==> config.mk <==
export PLATFORM = sky130hd
export DESIGN_NAME = at_ipd_frame_to_servo_compare_core
export DESIGN_NICKNAME = d
export VERILOG_FILES = /design/src/rtl/core/ipdsc_pkg.sv /design/src/rtl/core/ipdsc_front.sv /design/src/rtl/core/ipdsc_queue.sv /design/src/rtl/core/ipdsc_back.sv /design/src/rtl/core/at_ipd_frame_to_servo_compare_core.sv
export SDC_FILE = /design/constraint.sdc
export NUM_CORES = 1
export LEC_CHECK = 0
export CAP_MARGIN = 20
export CORE_MARGIN = 3
export CORE_UTILIZATION = 30
export DETAILED_ROUTE_END_ITERATION = 8
export DONT_BUFFER_PORTS = 1
export GPL_TIMING_DRIVEN = 1
export PLACE_DENSITY = 0.53
export SLEW_MARGIN = 20
export SYNTH_ARGS = -nofsm -noshare
export SYNTH_HDL_FRONTEND = slang
export SYNTH_HIERARCHICAL = 1
export SYNTH_SLANG_ARGS = --single-unit
==> constraint.sdc <==
create_clock -name clk -period 9.25 [get_ports clk]
set_input_delay 1.3875 -clock clk [delete_from_list [all_inputs] [get_ports clk]]
set_output_delay 1.3875 -clock clk [all_outputs]
set_load 0.005 [all_outputs]
==> src/rtl/core/ipdsc_pkg.sv <==
// shared types, constants and helpers for the ipd frame to servo compare core
package ipdsc_pkg;

  // frame and payload limits
  localparam int unsigned FRAME_CNT_W  = 8;
  localparam logic [FRAME_CNT_W-1:0] FRAME_LIMIT = 8'd200;
  localparam int unsigned PAY_CNT_W    = 4;
  localparam logic [PAY_CNT_W-1:0] PAYLOAD_LIMIT = 4'd15;

  // parsed magnitude and signed value widths
  localparam int unsigned MAG_W        = 17;
  localparam int unsigned VAL_W        = 18;
  localparam logic [MAG_W-1:0] VALUE_CAP = 17'd99999;

  // compare path widths
  localparam int unsigned CMP_W        = 16;
  localparam int unsigned SUM_W        = 20;
  localparam int unsigned RECIP_W      = 20;
  localparam int unsigned RECIP_SHIFT  = 23;
  localparam int unsigned PROD_W       = SUM_W + RECIP_W;
  // floor(2^23 / 9): quotient estimate is at most one low for sums below 2^20
  localparam logic [RECIP_W-1:0] RECIP_NINE = 20'd932067;

  // characters
  localparam logic [7:0] CH_PLUS  = 8'h2B;
  localparam logic [7:0] CH_MINUS = 8'h2D;
  localparam logic [7:0] CH_I     = 8'h49;
  localparam logic [7:0] CH_P     = 8'h50;
  localparam logic [7:0] CH_D     = 8'h44;
  localparam logic [7:0] CH_COLON = 8'h3A;
  localparam logic [7:0] CH_O     = 8'h4F;
  localparam logic [7:0] CH_K     = 8'h4B;
  localparam logic [7:0] CH_SPACE = 8'h20;
  localparam logic [7:0] CH_TAB   = 8'h09;
  localparam logic [7:0] CH_CR    = 8'h0D;
  localparam logic [7:0] CH_ZERO  = 8'h30;
  localparam logic [7:0] CH_NINE  = 8'h39;

  // tag match progress
  localparam logic [2:0] TAG_FOUND = 3'd4;

  // number parser phases
  localparam logic [1:0] PH_BLANK = 2'd0;
  localparam logic [1:0] PH_SIGN  = 2'd1;
  localparam logic [1:0] PH_DIGIT = 2'd2;
  localparam logic [1:0] PH_DONE  = 2'd3;

  // queue between front and back
  localparam int unsigned QUEUE_DEPTH = 4;
  localparam int unsigned Q_PTR_W     = 2;
  localparam int unsigned Q_CNT_W     = 3;

  // configuration register indexes
  localparam int unsigned CFG_ADDR_W = 4;
  localparam logic [1:0] REG_BASE = 2'd0;
  localparam logic [1:0] REG_MIN  = 2'd1;
  localparam logic [1:0] REG_MAX  = 2'd2;

  typedef struct packed {
    logic             neg;
    logic [MAG_W-1:0] mag;
    logic             found;
  } frame_rec_t;

  typedef struct packed {
    logic full;
    logic empty;
  } queue_status_t;

  function automatic logic [7:0] tag_char(input logic [1:0] idx);
    logic [7:0] ch;
    unique case (idx)
      2'd0: ch = CH_PLUS;
      2'd1: ch = CH_I;
      2'd2: ch = CH_P;
      default: ch = CH_D;
    endcase
    return ch;
  endfunction

endpackage

==> src/rtl/core/ipdsc_front.sv <==
// byte framer and payload number parser
module ipdsc_front
  import ipdsc_pkg::*;
(
  input  logic             clk,
  input  logic             rst_n,
  input  logic             byte_take,
  input  logic [7:0]       rx_byte,
  output logic             push,
  output frame_rec_t       push_rec
);

  logic [FRAME_CNT_W-1:0] frame_cnt_r, frame_cnt_nxt;
  logic                   o_pend_r, o_pend_nxt;
  logic [2:0]             tag_r, tag_nxt;
  logic                   colon_r, colon_nxt;
  logic [PAY_CNT_W-1:0]   pay_cnt_r, pay_cnt_nxt;
  logic [1:0]             phase_r, phase_nxt;
  logic                   neg_r, neg_nxt;
  logic [MAG_W-1:0]       mag_r, mag_nxt;

  logic                   is_digit;
  logic                   is_blank;
  logic [SUM_W-1:0]       acc_x10;
  logic [SUM_W-1:0]       acc_new;
  logic [MAG_W-1:0]       acc_sat;

  assign is_digit = (rx_byte >= CH_ZERO) && (rx_byte <= CH_NINE);
  assign is_blank = (rx_byte == CH_SPACE) || ((rx_byte >= CH_TAB) && (rx_byte <= CH_CR));

  // acc * 10 + digit, saturated
  assign acc_x10 = {mag_r, 3'b000} + {2'b00, mag_r, 1'b0};
  assign acc_new = acc_x10 + {{(SUM_W-4){1'b0}}, rx_byte[3:0]};
  assign acc_sat = (acc_new > {{(SUM_W-MAG_W){1'b0}}, VALUE_CAP}) ? VALUE_CAP
                                                                   : acc_new[MAG_W-1:0];

  assign push = byte_take && o_pend_r && (rx_byte == CH_K);
  assign push_rec = '{neg: neg_r, mag: mag_r, found: colon_r};

  always_comb begin
    frame_cnt_nxt = frame_cnt_r;
    o_pend_nxt    = o_pend_r;
    tag_nxt       = tag_r;
    colon_nxt     = colon_r;
    pay_cnt_nxt   = pay_cnt_r;
    phase_nxt     = phase_r;
    neg_nxt       = neg_r;
    mag_nxt       = mag_r;
    if (byte_take) begin
      if (o_pend_r) begin
        // terminator done or frame discarded: start afresh either way
        frame_cnt_nxt = '0;
        o_pend_nxt    = 1'b0;
        tag_nxt       = '0;
        colon_nxt     = 1'b0;
        pay_cnt_nxt   = '0;
        phase_nxt     = PH_BLANK;
        neg_nxt       = 1'b0;
        mag_nxt       = '0;
      end else if (rx_byte == CH_O) begin
        o_pend_nxt = 1'b1;
      end else begin
        if (tag_r != TAG_FOUND) begin
          if (rx_byte == tag_char(tag_r[1:0])) begin
            tag_nxt = tag_r + 3'd1;
          end else begin
            tag_nxt = (rx_byte == CH_PLUS) ? 3'd1 : 3'd0;
          end
        end else if (!colon_r) begin
          if (rx_byte == CH_COLON) begin
            colon_nxt = 1'b1;
          end
        end else if (pay_cnt_r < PAYLOAD_LIMIT) begin
          pay_cnt_nxt = pay_cnt_r + 1'b1;
          unique case (phase_r)
            PH_BLANK: begin
              priority if (is_blank) begin
                phase_nxt = PH_BLANK;
              end else if (rx_byte == CH_PLUS) begin
                phase_nxt = PH_SIGN;
              end else if (rx_byte == CH_MINUS) begin
                neg_nxt   = 1'b1;
                phase_nxt = PH_SIGN;
              end else if (is_digit) begin
                mag_nxt   = acc_sat;
                phase_nxt = PH_DIGIT;
              end else begin
                phase_nxt = PH_DONE;
              end
            end
            PH_SIGN, PH_DIGIT: begin
              if (is_digit) begin
                mag_nxt   = acc_sat;
                phase_nxt = PH_DIGIT;
              end else begin
                phase_nxt = PH_DONE;
              end
            end
            default: begin
              phase_nxt = phase_r;
            end
          endcase
        end
        frame_cnt_nxt = frame_cnt_r + 1'b1;
        // over-long frame is dropped
        if (frame_cnt_nxt >= FRAME_LIMIT) begin
          frame_cnt_nxt = '0;
          tag_nxt       = '0;
          colon_nxt     = 1'b0;
          pay_cnt_nxt   = '0;
          phase_nxt     = PH_BLANK;
          neg_nxt       = 1'b0;
          mag_nxt       = '0;
        end
      end
    end
  end

  always_ff @(posedge clk) begin
    if (!rst_n) begin
      frame_cnt_r <= '0;
      o_pend_r    <= 1'b0;
      tag_r       <= '0;
      colon_r     <= 1'b0;
      pay_cnt_r   <= '0;
      phase_r     <= PH_BLANK;
      neg_r       <= 1'b0;
      mag_r       <= '0;
    end else begin
      frame_cnt_r <= frame_cnt_nxt;
      o_pend_r    <= o_pend_nxt;
      tag_r       <= tag_nxt;
      colon_r     <= colon_nxt;
      pay_cnt_r   <= pay_cnt_nxt;
      phase_r     <= phase_nxt;
      neg_r       <= neg_nxt;
      mag_r       <= mag_nxt;
    end
  end

endmodule

==> src/rtl/core/ipdsc_queue.sv <==
// short queue of completed frame records between front and back
module ipdsc_queue
  import ipdsc_pkg::*;
(
  input  logic          clk,
  input  logic          rst_n,
  input  logic          push,
  input  frame_rec_t    push_rec,
  input  logic          pop,
  output frame_rec_t    pop_rec,
  output queue_status_t status
);

  frame_rec_t         mem_r [QUEUE_DEPTH];
  logic [Q_PTR_W-1:0] wr_ptr_r, rd_ptr_r;
  logic [Q_CNT_W-1:0] cnt_r, cnt_nxt;

  assign status.full  = (cnt_r == Q_CNT_W'(QUEUE_DEPTH));
  assign status.empty = (cnt_r == '0);
  assign pop_rec      = mem_r[rd_ptr_r];

  always_comb begin
    cnt_nxt = cnt_r;
    if (push && !pop) begin
      cnt_nxt = cnt_r + 1'b1;
    end else if (pop && !push) begin
      cnt_nxt = cnt_r - 1'b1;
    end
  end

  always_ff @(posedge clk) begin
    if (push) begin
      mem_r[wr_ptr_r] <= push_rec;
    end
  end

  always_ff @(posedge clk) begin
    if (!rst_n) begin
      wr_ptr_r <= '0;
      rd_ptr_r <= '0;
      cnt_r    <= '0;
    end else begin
      if (push) begin
        wr_ptr_r <= wr_ptr_r + 1'b1;
      end
      if (pop) begin
        rd_ptr_r <= rd_ptr_r + 1'b1;
      end
      cnt_r <= cnt_nxt;
    end
  end

endmodule

==> src/rtl/core/ipdsc_back.sv <==
// three-stage compare pipeline: sum, reciprocal multiply, correct and clamp
module ipdsc_back
  import ipdsc_pkg::*;
(
  input  logic                    clk,
  input  logic                    rst_n,
  input  queue_status_t           q_status,
  input  frame_rec_t              q_rec,
  output logic                    pop,
  input  logic [CMP_W-1:0]        cmp_base,
  input  logic [CMP_W-1:0]        cmp_min,
  input  logic [CMP_W-1:0]        cmp_max,
  output logic                    out_valid,
  input  logic                    out_stall,
  output logic [CMP_W-1:0]        out_compare_value,
  output logic signed [VAL_W-1:0] out_command_value,
  output logic                    out_payload_found
);

  logic adv;

  // stage 1
  logic                    s1_valid_r;
  logic                    s1_neg_r;
  logic [SUM_W-1:0]        s1_sum_r;
  logic signed [VAL_W-1:0] s1_val_r;
  logic                    s1_found_r;
  // stage 2
  logic                    s2_valid_r;
  logic                    s2_neg_r;
  logic [SUM_W-1:0]        s2_sum_r;
  logic [MAG_W-1:0]        s2_q0_r;
  logic signed [VAL_W-1:0] s2_val_r;
  logic                    s2_found_r;
  // output
  logic                    out_valid_r;
  logic [CMP_W-1:0]        cmp_r;
  logic signed [VAL_W-1:0] val_r;
  logic                    found_r;

  logic signed [VAL_W-1:0] value;
  logic [SUM_W-1:0]        base9;
  logic signed [SUM_W:0]   sum_full;
  logic [PROD_W-1:0]       prod;
  logic [SUM_W:0]          nine_q;
  logic [SUM_W:0]          rem;
  logic [MAG_W-1:0]        quot;
  logic [MAG_W-1:0]        clamp_lo;
  logic [MAG_W-1:0]        clamp_hi;

  assign adv = !(out_valid_r && out_stall);
  assign pop = adv && !q_status.empty;

  assign value    = q_rec.neg ? -$signed({1'b0, q_rec.mag}) : $signed({1'b0, q_rec.mag});
  assign base9    = {1'b0, cmp_base, 3'b000} + {4'b0000, cmp_base};
  assign sum_full = $signed({1'b0, base9}) + (SUM_W+1)'(value);

  assign prod = s1_sum_r * RECIP_NINE;

  assign nine_q   = {1'b0, s2_q0_r, 3'b000} + {4'b0000, s2_q0_r};
  assign rem      = {1'b0, s2_sum_r} - nine_q;
  assign quot     = (rem >= (SUM_W+1)'(9)) ? s2_q0_r + 1'b1 : s2_q0_r;
  // lower bound first, then upper bound wins
  assign clamp_lo = (s2_neg_r || (quot < {1'b0, cmp_min})) ? {1'b0, cmp_min} : quot;
  assign clamp_hi = (clamp_lo > {1'b0, cmp_max}) ? {1'b0, cmp_max} : clamp_lo;

  always_ff @(posedge clk) begin
    if (adv) begin
      s1_neg_r   <= sum_full[SUM_W];
      s1_sum_r   <= sum_full[SUM_W-1:0];
      s1_val_r   <= value;
      s1_found_r <= q_rec.found;
      s2_neg_r   <= s1_neg_r;
      s2_sum_r   <= s1_sum_r;
      s2_q0_r    <= prod[RECIP_SHIFT +: MAG_W];
      s2_val_r   <= s1_val_r;
      s2_found_r <= s1_found_r;
      cmp_r      <= clamp_hi[CMP_W-1:0];
      val_r      <= s2_val_r;
      found_r    <= s2_found_r;
    end
  end

  always_ff @(posedge clk) begin
    if (!rst_n) begin
      s1_valid_r  <= 1'b0;
      s2_valid_r  <= 1'b0;
      out_valid_r <= 1'b0;
    end else if (adv) begin
      s1_valid_r  <= !q_status.empty;
      s2_valid_r  <= s1_valid_r;
      out_valid_r <= s2_valid_r;
    end
  end

  assign out_valid         = out_valid_r;
  assign out_compare_value = cmp_r;
  assign out_command_value = val_r;
  assign out_payload_found = found_r;

endmodule

==> src/rtl/core/at_ipd_frame_to_servo_compare_core.sv <==
// top level of the ipd frame to servo compare core
//
//  port group  dir  protocol        payload
//  in_         in   valid / stall   in_rx_byte[7:0]
//  out_        out  valid / stall   out_compare_value[15:0], out_command_value[17:0],
//                                   out_payload_found
//  apb         in   psel / penable  paddr[3:0], pwdata[31:0], prdata[31:0]
//
// one byte is taken per cycle unless stalled; the front parser updates its frame state
// in the cycle the byte is accepted and pushes a frame record into a four-entry queue
// on "OK"; the back pipeline takes a record into its sum stage, then multiplies and
// corrects, one record per cycle unless stalled; a record pushed on the 'K' passes the
// queue and the sum, product and output registers; in_stall rises only while the queue
// is full; out_stall freezes the back pipeline; synchronous active-low reset clears all
// frame state, the queue and the pipeline, and loads base 175, min 176, max 193
module at_ipd_frame_to_servo_compare_core
  import ipdsc_pkg::*;
(
  input  logic                    clk,
  input  logic                    rst_n,
  // byte input
  input  logic                    in_valid,
  output logic                    in_stall,
  input  logic [7:0]              in_rx_byte,
  // result output
  output logic                    out_valid,
  input  logic                    out_stall,
  output logic [CMP_W-1:0]        out_compare_value,
  output logic signed [VAL_W-1:0] out_command_value,
  output logic                    out_payload_found,
  // register port
  input  logic                    psel,
  input  logic                    penable,
  input  logic                    pwrite,
  input  logic [CFG_ADDR_W-1:0]   paddr,
  input  logic [31:0]             pwdata,
  output logic [31:0]             prdata,
  output logic                    pready
);

  logic [CMP_W-1:0] base_r, min_r, max_r;
  logic             cfg_wr;
  logic             byte_take;
  logic             push;
  logic             pop;
  frame_rec_t       push_rec;
  frame_rec_t       pop_rec;
  queue_status_t    q_status;

  // register port: always ready, word index in paddr[3:2]
  assign pready = 1'b1;
  assign cfg_wr = psel && penable && pwrite && pready;

  always_ff @(posedge clk) begin
    if (!rst_n) begin
      base_r <= 16'd175;
      min_r  <= 16'd176;
      max_r  <= 16'd193;
    end else if (cfg_wr) begin
      unique case (paddr[3:2])
        REG_BASE: base_r <= pwdata[CMP_W-1:0];
        REG_MIN:  min_r  <= pwdata[CMP_W-1:0];
        REG_MAX:  max_r  <= pwdata[CMP_W-1:0];
        default: begin
          // unmapped word, write ignored
        end
      endcase
    end
  end

  always_comb begin
    unique case (paddr[3:2])
      REG_BASE: prdata = {16'h0000, base_r};
      REG_MIN:  prdata = {16'h0000, min_r};
      REG_MAX:  prdata = {16'h0000, max_r};
      default:  prdata = '0;
    endcase
  end

  // a full queue holds off the byte stream so no frame is lost
  assign in_stall  = q_status.full;
  assign byte_take = in_valid && !in_stall;

  ipdsc_front u_front (
    .clk      (clk),
    .rst_n    (rst_n),
    .byte_take(byte_take),
    .rx_byte  (in_rx_byte),
    .push     (push),
    .push_rec (push_rec)
  );

  ipdsc_queue u_queue (
    .clk     (clk),
    .rst_n   (rst_n),
    .push    (push),
    .push_rec(push_rec),
    .pop     (pop),
    .pop_rec (pop_rec),
    .status  (q_status)
  );

  ipdsc_back u_back (
    .clk              (clk),
    .rst_n            (rst_n),
    .q_status         (q_status),
    .q_rec            (pop_rec),
    .pop              (pop),
    .cmp_base         (base_r),
    .cmp_min          (min_r),
    .cmp_max          (max_r),
    .out_valid        (out_valid),
    .out_stall        (out_stall),
    .out_compare_value(out_compare_value),
    .out_command_value(out_command_value),
    .out_payload_found(out_payload_found)
  );

  // the queue is never written while full
  a_no_overflow: assert property (@(posedge clk) disable iff (!rst_n)
    !(push && q_status.full))
    else $error("frame queue written while full");

  // no colon seen means nothing was parsed
  a_no_payload_zero: assert property (@(posedge clk) disable iff (!rst_n)
    (out_valid && !out_payload_found) |-> (out_command_value == '0))
    else $error("command value without payload");

  // parsed value stays inside the saturation range
  a_value_range: assert property (@(posedge clk) disable iff (!rst_n)
    out_valid |-> ((out_command_value <= 18'sd99999) && (out_command_value >= -18'sd99999)))
    else $error("command value out of range");

  // a pop only happens when a record is there
  a_pop_nonempty: assert property (@(posedge clk) disable iff (!rst_n)
    pop |-> !q_status.empty)
    else $error("pop from empty frame queue");

endmodule
---- Word-level counts from Yosys, hierarchy flattened ----
Memories as Yosys holds them, arrays and structs flattened. A register that Yosys moved wholly into a read port is not among the register bits.
Cells that the tools add are included.
word-level totals
  bits of input ports ..................... 51
  RAM bits ................................ 76
  logic and storage cells ................. 190
  output and inout port bits .............. 70
  memories ................................ 1
  register bits ........................... 227
cells by class
  mux-type cells .......................... 72
  $add $sub $neg .......................... 15
  multiply operators ...................... 1
  reductions and logical operators ........ 40
  eq/ne operators ......................... 22
  order comparisons ....................... 10
memories
  name           words  bits a word  read ports  clocked after Yosys merged registers in  wr ports  line               RTL
  u_queue.mem_r  4      19           1           1                                        1         ipdsc_queue.sv:14  frame_rec_t mem_r [QUEUE_DEPTH];
operator list
  kind                                                                               count
  17-bit 2-to-1 mux                                                                  13
  8-bit 2-to-1 mux                                                                   7
  16-bit one-hot mux with 3 select lines                                             1
  20-bit by 20-bit multiplier with 40-bit output, second input constant              1
  17-bit one-hot mux with 2 select lines                                             1
  8-bit by 6-bit == test with 1-bit output, second input constant                    4
  4-bit 2-to-1 mux                                                                   6
  1-bit 2-to-1 mux                                                                   22
  2-bit 2-to-1 mux                                                                   11
  20-bit by 17-bit adder with 21-bit output                                          1
  21-bit by 18-bit adder with 21-bit output                                          1
  21-bit by 4-bit >= comparator with 1-bit output, second input constant             1
  3-bit 2-to-1 mux                                                                   7
  7-bit one-hot mux with 3 select lines                                              1
  20-bit by 21-bit subtractor with 21-bit output                                     1
  19-bit by 16-bit adder with 20-bit output                                          1
  20-bit by 18-bit adder with 20-bit output                                          1
  20-bit by 4-bit adder with 20-bit output                                           1
  20-bit by 17-bit greater-than comparator with 1-bit output, second input constant  1
  18-bit 2-to-1 mux                                                                  1
  17-bit negation with 18-bit output                                                 1
  9-bit AND reduction                                                                2
  17-bit by 1-bit adder with 17-bit output, second input constant                    1
  17-bit by 16-bit greater-than comparator with 1-bit output                         1
  36 further kinds                                                                   72

---- Longest topological paths before layout ----
  depth after elaboration ................. 15
  gate-level depth with buffers ........... 39
  gate-level depth less buffers ........... 35

---- Cells and area by module ----
Netlist, hierarchy kept.
modules (own cells, without submodules)
  module                              cells an instance  area each (um2)  instances
  ipdsc_back                          1363               14634.0          1
  ipdsc_queue                         142                3230.6           1
  ipdsc_front                         395                3210.6           1
  at_ipd_frame_to_servo_compare_core  264                2354.8           1

---- Worst setup path before layout ----
OpenSTA, ideal clock, no wires.
  path kind ............................... register -> register
  start point ............................. register u_back.s2_q0_r[1]
  end point ............................... register u_back.cmp_r[15] (netlist: u_back/out_compare_value[15]), data pin
  arrival time ............................ 7.044 ns
  buffers on the path ..................... 4
  path slack .............................. 1.935 ns
  library setup time ...................... 0.271 ns
  stages on the path, launching flop included .. 38
  path through ............................ edfxtp_1 > inv_1 > fa_1 > ha_1 > buf_6 > a21o_1 > a211o_1 > nor3_2 > o21ai_0 > a2111o_1 > nor4_4 > nand2_2 > buf_1 > nand2_1 > xnor2_1 > ha_1 > a21o_1 > a21o_1 > [2 not listed] > nor3b_1 > mux2_4 > o211a_1 > buf_4 > buf_6 > nor3_1 > a21oi_1 > ha_1 > nor2b_1 > o21a_1 > o21ai_0 > nand2b_1 > a21oi_1 > o21a_1 > o211ai_1 > o311ai_0 > o21a_1 > o221ai_1
on the way
  longest elaborated chain between the ends .. 9
  elaborated cells on any way between the ends .. 10
  classes of those cells .................. add/sub (3); order compare (3); mux (3); reduce/logical (1)
RTL lines
  what                                                        line              RTL
  start: declaration                                          ipdsc_back.sv:32  logic [MAG_W-1:0] s2_q0_r;
  start signal: assignment                                    ipdsc_back.sv:75  s2_q0_r <= prod[RECIP_SHIFT +: MAG_W];
  20-bit by 17-bit adder with 21-bit output                   ipdsc_back.sv:60  assign nine_q = {1'b0, s2_q0_r, 3'b000} + {4'b0000, s2_q0_r};
  20-bit by 21-bit subtractor with 21-bit output              ipdsc_back.sv:61  assign rem = {1'b0, s2_sum_r} - nine_q;
  21-bit by 4-bit >= comparator with 1-bit output             ipdsc_back.sv:62  assign quot = (rem >= (SUM_W+1)'(9)) ? s2_q0_r + 1'b1 : s2_q0_r;
  17-bit 2-to-1 mux *                                         ipdsc_back.sv:62
  17-bit by 16-bit less-than comparator with 1-bit output     ipdsc_back.sv:64  assign clamp_lo = (s2_neg_r || (quot < {1'b0, cmp_min})) ? {1'b0, cmp_min} : quot;
  1-bit logical OR                                            ipdsc_back.sv:64
  17-bit 2-to-1 mux *                                         ipdsc_back.sv:64
  17-bit by 16-bit greater-than comparator with 1-bit output  ipdsc_back.sv:65  assign clamp_hi = (clamp_lo > {1'b0, cmp_max}) ? {1'b0, cmp_max} : clamp_lo;
  16-bit 2-to-1 mux *                                         ipdsc_back.sv:65
  named net u_back.clamp_hi[15]                               ipdsc_back.sv:49  logic [MAG_W-1:0] clamp_hi;
  end signal: assignment                                      ipdsc_back.sv:78  cmp_r <= clamp_hi[CMP_W-1:0];
  end: declaration                                            ipdsc_back.sv:37  logic [CMP_W-1:0] cmp_r;
Mark *: on every way through the listed nets, which the timed path passes. The rest lies on a longest branch.
A chain may end at the register's enable or synchronous reset.

---- Worst setup path in the final report ----
  start point ............................. register u_back.s2_q0_r[0]
  end point ............................... register u_back.cmp_r[1] (netlist: u_back/out_compare_value[1]), data pin
Same word-level chain as after synthesis.

==> reports/results.tsv <==
stage	metric	value	unit
status	result of the run	finished, final reports clean	
floorplanning	die outline width	285.5	um
detailed_routing	routed wire length	56040	um
placement	post-detailed-placement half-perimeter wirelength	44420	um
sta	period utilisation layout	0.9193	
critical_path	largest stage delay on the critical path	0.70	ns
detailed_routing	number of detailed-routing iterations run before antenna repair	5	
clock_network	deepest clock path buffer count	3	
floorplanning	area of the placeable core	0.07671	mm^2
placement	placement-stage worst setup slack	0.7653	ns
sta	Final Hold Viols	0	
critical_path	Crit Path Category	register to register	
critical_path	number of buffers and inverters on the critical path	2	
synthesis	number of warning messages in the yosys log	6	
min_path	WHS Path Cells	0	
sta	setup repair after global routing missed its margin	no	
sta	final setup slack of the worst path	0.7461	ns
global_routing	via count of the first global-routing pass	16300	
global_routing	number of antenna violations at the first check in global routing	4	
critical_path	cell occurring most often along the worst timing path	sky130_fd_sc_hd__ha_1	
sta	Fmax	117.6	MHz
placement	weighted congestion reported at the end of routability-driven placement	0.8930	
global_routing	global-route wire length before repair	89270	um
flow_run	Max-cap violations	0	
detailed_routing	vias post-DR	15900	
floorplanning	site row count	101	
synthesis	Main synth FF type	sky130_fd_sc_hd__edfxtp_1	
finish	commonest cells after routing, fill and taps aside	sky130_fd_sc_hd__ha_1, sky130_fd_sc_hd__inv_1, sky130_fd_sc_hd__edfxtp_1	
synthesis	number of enable-type register cells in the synthesized netlist	208	
critical_path	Setup crit end kind	register	
clock_network	cell chosen for the clock root	sky130_fd_sc_hd__clkbuf_16	
sta	shortest period the worst path allows	8.504	ns
clock_network	number of buffers inserted during clock tree synthesis	35	
floorplanning	count of pins on the block boundary	121	
clock_network	CTS clock-pin slew for the worst setup and hold paths	0.06	ns
min_path	worst min path class	register to register	
finish	n_diodes	0	
finish	growth of design area from synthesis to finish	9.313	%
finish	proportion of layout cells with a drive suffix above 1	0.05232	
sta	number of pins with negative max-slew slack in the final report	0	
min_path	Hold Crit Endpoint	u_back/s2_val_r[13]	
critical_path	Critical Path Start Type	register	
global_routing	total gr overflow	0	
global_routing	maximum number of pins on one net before global-route repair	98	
clock_network	source-to-sink clock delay at the later pin of the worst-skew pair	0.54	ns
sta	endpoints failing setup	0	
finish	Fillers	7703	
synthesis	fraction of registers with async set or reset after synthesis	0	
detailed_routing	initial detailed-routing violation count	992	
global_routing	GRT Resource Usage Total	0.1367	
clock_network	# Post-CTS Setup Buffers	0	
critical_path	destination of the worst register-to-register timing path	u_back/out_compare_value[1]	
critical_path	critical path arrival	8.83	ns
critical_path	slowest library cell on the worst path	sky130_fd_sc_hd__o311ai_0	
detailed_routing	post-detailed-route wirelength per cell	17.46	um
finish	register area	0.008188	mm^2
sta	Setup Total Neg Slack	0	ns
synthesis	number of distinct library cells after synthesis	100	
clock_network	H-tree levels	2	
placement	Port Buffer Count	0	
critical_path	Top delay family on crit path	compound AO/OA/AOI/OAI gates	
synthesis	synthesized instance count	2164	
floorplanning	die boundary height	285.5	um
critical_path	Worst Reg-to-Reg Cells	29	
sta	worst slew slack as a fraction of its limit	0.2986	
critical_path	start of the worst register-to-register path	u_back/s2_q0_r[0]	
critical_path	flop2flop setup slack	0.75	ns
synthesis	#FFs+latches synth	305	
critical_path	Levels on crit path	29	
detailed_routing	DRC	0	
finish	number of nets in the layout	2639	
min_path	hold path startpoint	u_back/s1_val_r[13]	
synthesis	area of the mapped netlist	0.02343	mm^2
sta	worst slew pin tran	1.052	ns
critical_path	CP Data Required Time	9.58	ns
finish	footprint of the multi-input gates	0.01399	mm^2
floorplanning	DIE AREA	0.08149	mm^2
clock_network	CTS tree	done	
sta	maximum clock skew at final layout	0.01789	ns
detailed_routing	DRT antenna net count	0	
synthesis	mean cell area of the mapped netlist	10.83	um^2
synthesis	post-synthesis sequential area ratio	0.3495	
detailed_routing	vias per cell	4.955	
critical_path	largest fanout on the critical path	17	
clock_network	cells resized by post-CTS repair	0	
clock_network	clock sink count	305	
floorplanning	initial core utilization	0.3054	
clock_network	CTS Hold Buffers Added	0	
finish	most frequent standard cell in the layout excluding fill and tap cells	sky130_fd_sc_hd__ha_1	
[worst register-to-register path: cells and delay by family (launching register included)]
family | cells | cell delay [ns]
DFF | 1 | 0.47
and+or+nand+nor | 10 | 2.25
muxes | 1 | 0.30
AOI/OAI and AO/OA | 12 | 3.53
adders and majority gates | 4 | 1.34
buffers and inverters | 2 | 0.41
[metrics by stage]
step	hold slack, ns	util	instances	cell area [um^2]
2_1_floorplan	0.4003	-	2179	23490
3_3_place_gp	0.4048	0.3182	3146	24410
3_5_place_dp	0.4052	0.3182	3146	24410
4_1_cts	0.4178	0.3339	3209	25610
5_1_grt	0.4286	0.3339	3209	25610
6_report	0.4172	0.3339	3209	25610
[logic make-up (layout without fill, tap and decap cells)]
kind of cell    count (synthesis)  in the layout  share of synthesized area
mux                            87             87                    0.04897
compound gates                408            408                     0.1183
simple gates                  518            518                     0.1146
fa+ha+maj                     435            435                     0.2720
buf+inv                       303            303                    0.05634
xor+xnor                      106            106                    0.03994
flops                         305            305                     0.3495
other cells                     2             17                  0.0003205
[final cells by class]
type / count / area share
clock buffer: 48 / 0.03766
clock inverter: 15 / 0.009282
inverter: 229 / 0.03356
multi-input combinational: 1571 / 0.5463
sequential: 305 / 0.3197
tap: 1030 / 0.05032
timing repair buffer: 11 / 0.003224
[layer usage]
| metal | wire length, um | share of wire | up-vias | track usage |
|---|---|---|---|---|
| li1 | - | - | 7761 | - |
| met1 | 25910 | 0.46 | 7765 | 0.1830 |
| met2 | 26720 | 0.48 | 298 | 0.2309 |
| met3 | 2049 | 0.037 | 77 | 0.02040 |
| met4 | 1365 | 0.024 | 0 | 0.03595 |
| met5 | 0 | 0 | - | 0 |
[flip-flops by register name, indices dropped and copies added, names as in the netlist, 2 cells and up, named ones only]
| name | flops |
|---|---|
| u_back/s1_sum_r | 20 |
| u_queue/wr_ptr_r | 2 |
| u_front/pay_cnt_r | 4 |
| u_front/phase_r | 2 |
| u_front/frame_cnt_r | 8 |
| u_back/s1_val_r | 18 |
| u_front/mag_r | 17 |
| u_back/out_compare_value | 16 |
| min_r | 16 |
| u_queue/rd_ptr_r | 2 |
| u_queue/mem_r | 76 |
| u_front/tag_r | 3 |
| u_back/out_command_value | 18 |
| max_r | 16 |
| u_back/s2_q0_r | 17 |
| u_back/s2_val_r | 18 |
| u_back/s2_sum_r | 20 |
| base_r | 16 |
| u_queue/cnt_r | 3 |
[worst max-delay path by stage]
stage                                   from                            to  slack (ns)
after global routing       u_back/s2_q0_r[1]   u_back/out_compare_value[1]        0.18
after floorplan            u_back/s2_q0_r[1]  u_back/out_compare_value[15]        1.93
after global placement    u_back/s2_q0_r[12]   u_back/out_compare_value[1]        0.92
after CTS                  u_back/s2_q0_r[1]   u_back/out_compare_value[1]        0.75
after detailed placement   u_back/s2_q0_r[1]   u_back/out_compare_value[1]        0.77
final                      u_back/s2_q0_r[0]   u_back/out_compare_value[1]        0.75
[cells in the mapped netlist, drive strengths merged, types with 18 or more instances]
cell / count / area, um^2
o31ai: 23 / 177.7
xor2: 29 / 254.0
nand2b: 18 / 112.6
mux4: 19 / 461.7
o21ai: 79 / 406.6
fa: 124 / 2482
a21o: 33 / 247.7
nor2: 86 / 322.8
ha: 311 / 3891
o211ai: 20 / 170.2
and2: 22 / 137.6
edfxtp: 208 / 6246
xnor2: 77 / 681.9
nand3: 39 / 200.2
a21oi: 108 / 544.3
nand4: 19 / 118.9
mux2i: 67 / 670.6
nor2b: 33 / 206.5
inv: 229 / 859.6
clkbuf: 28 / 105.1
nor3: 48 / 301.5
buf: 46 / 355.3
nand2: 164 / 620.6
dfxtp: 97 / 1942
Power is not shown: default switching activity piles up to over one toggle a cycle in this logic, so the estimate is an artifact.
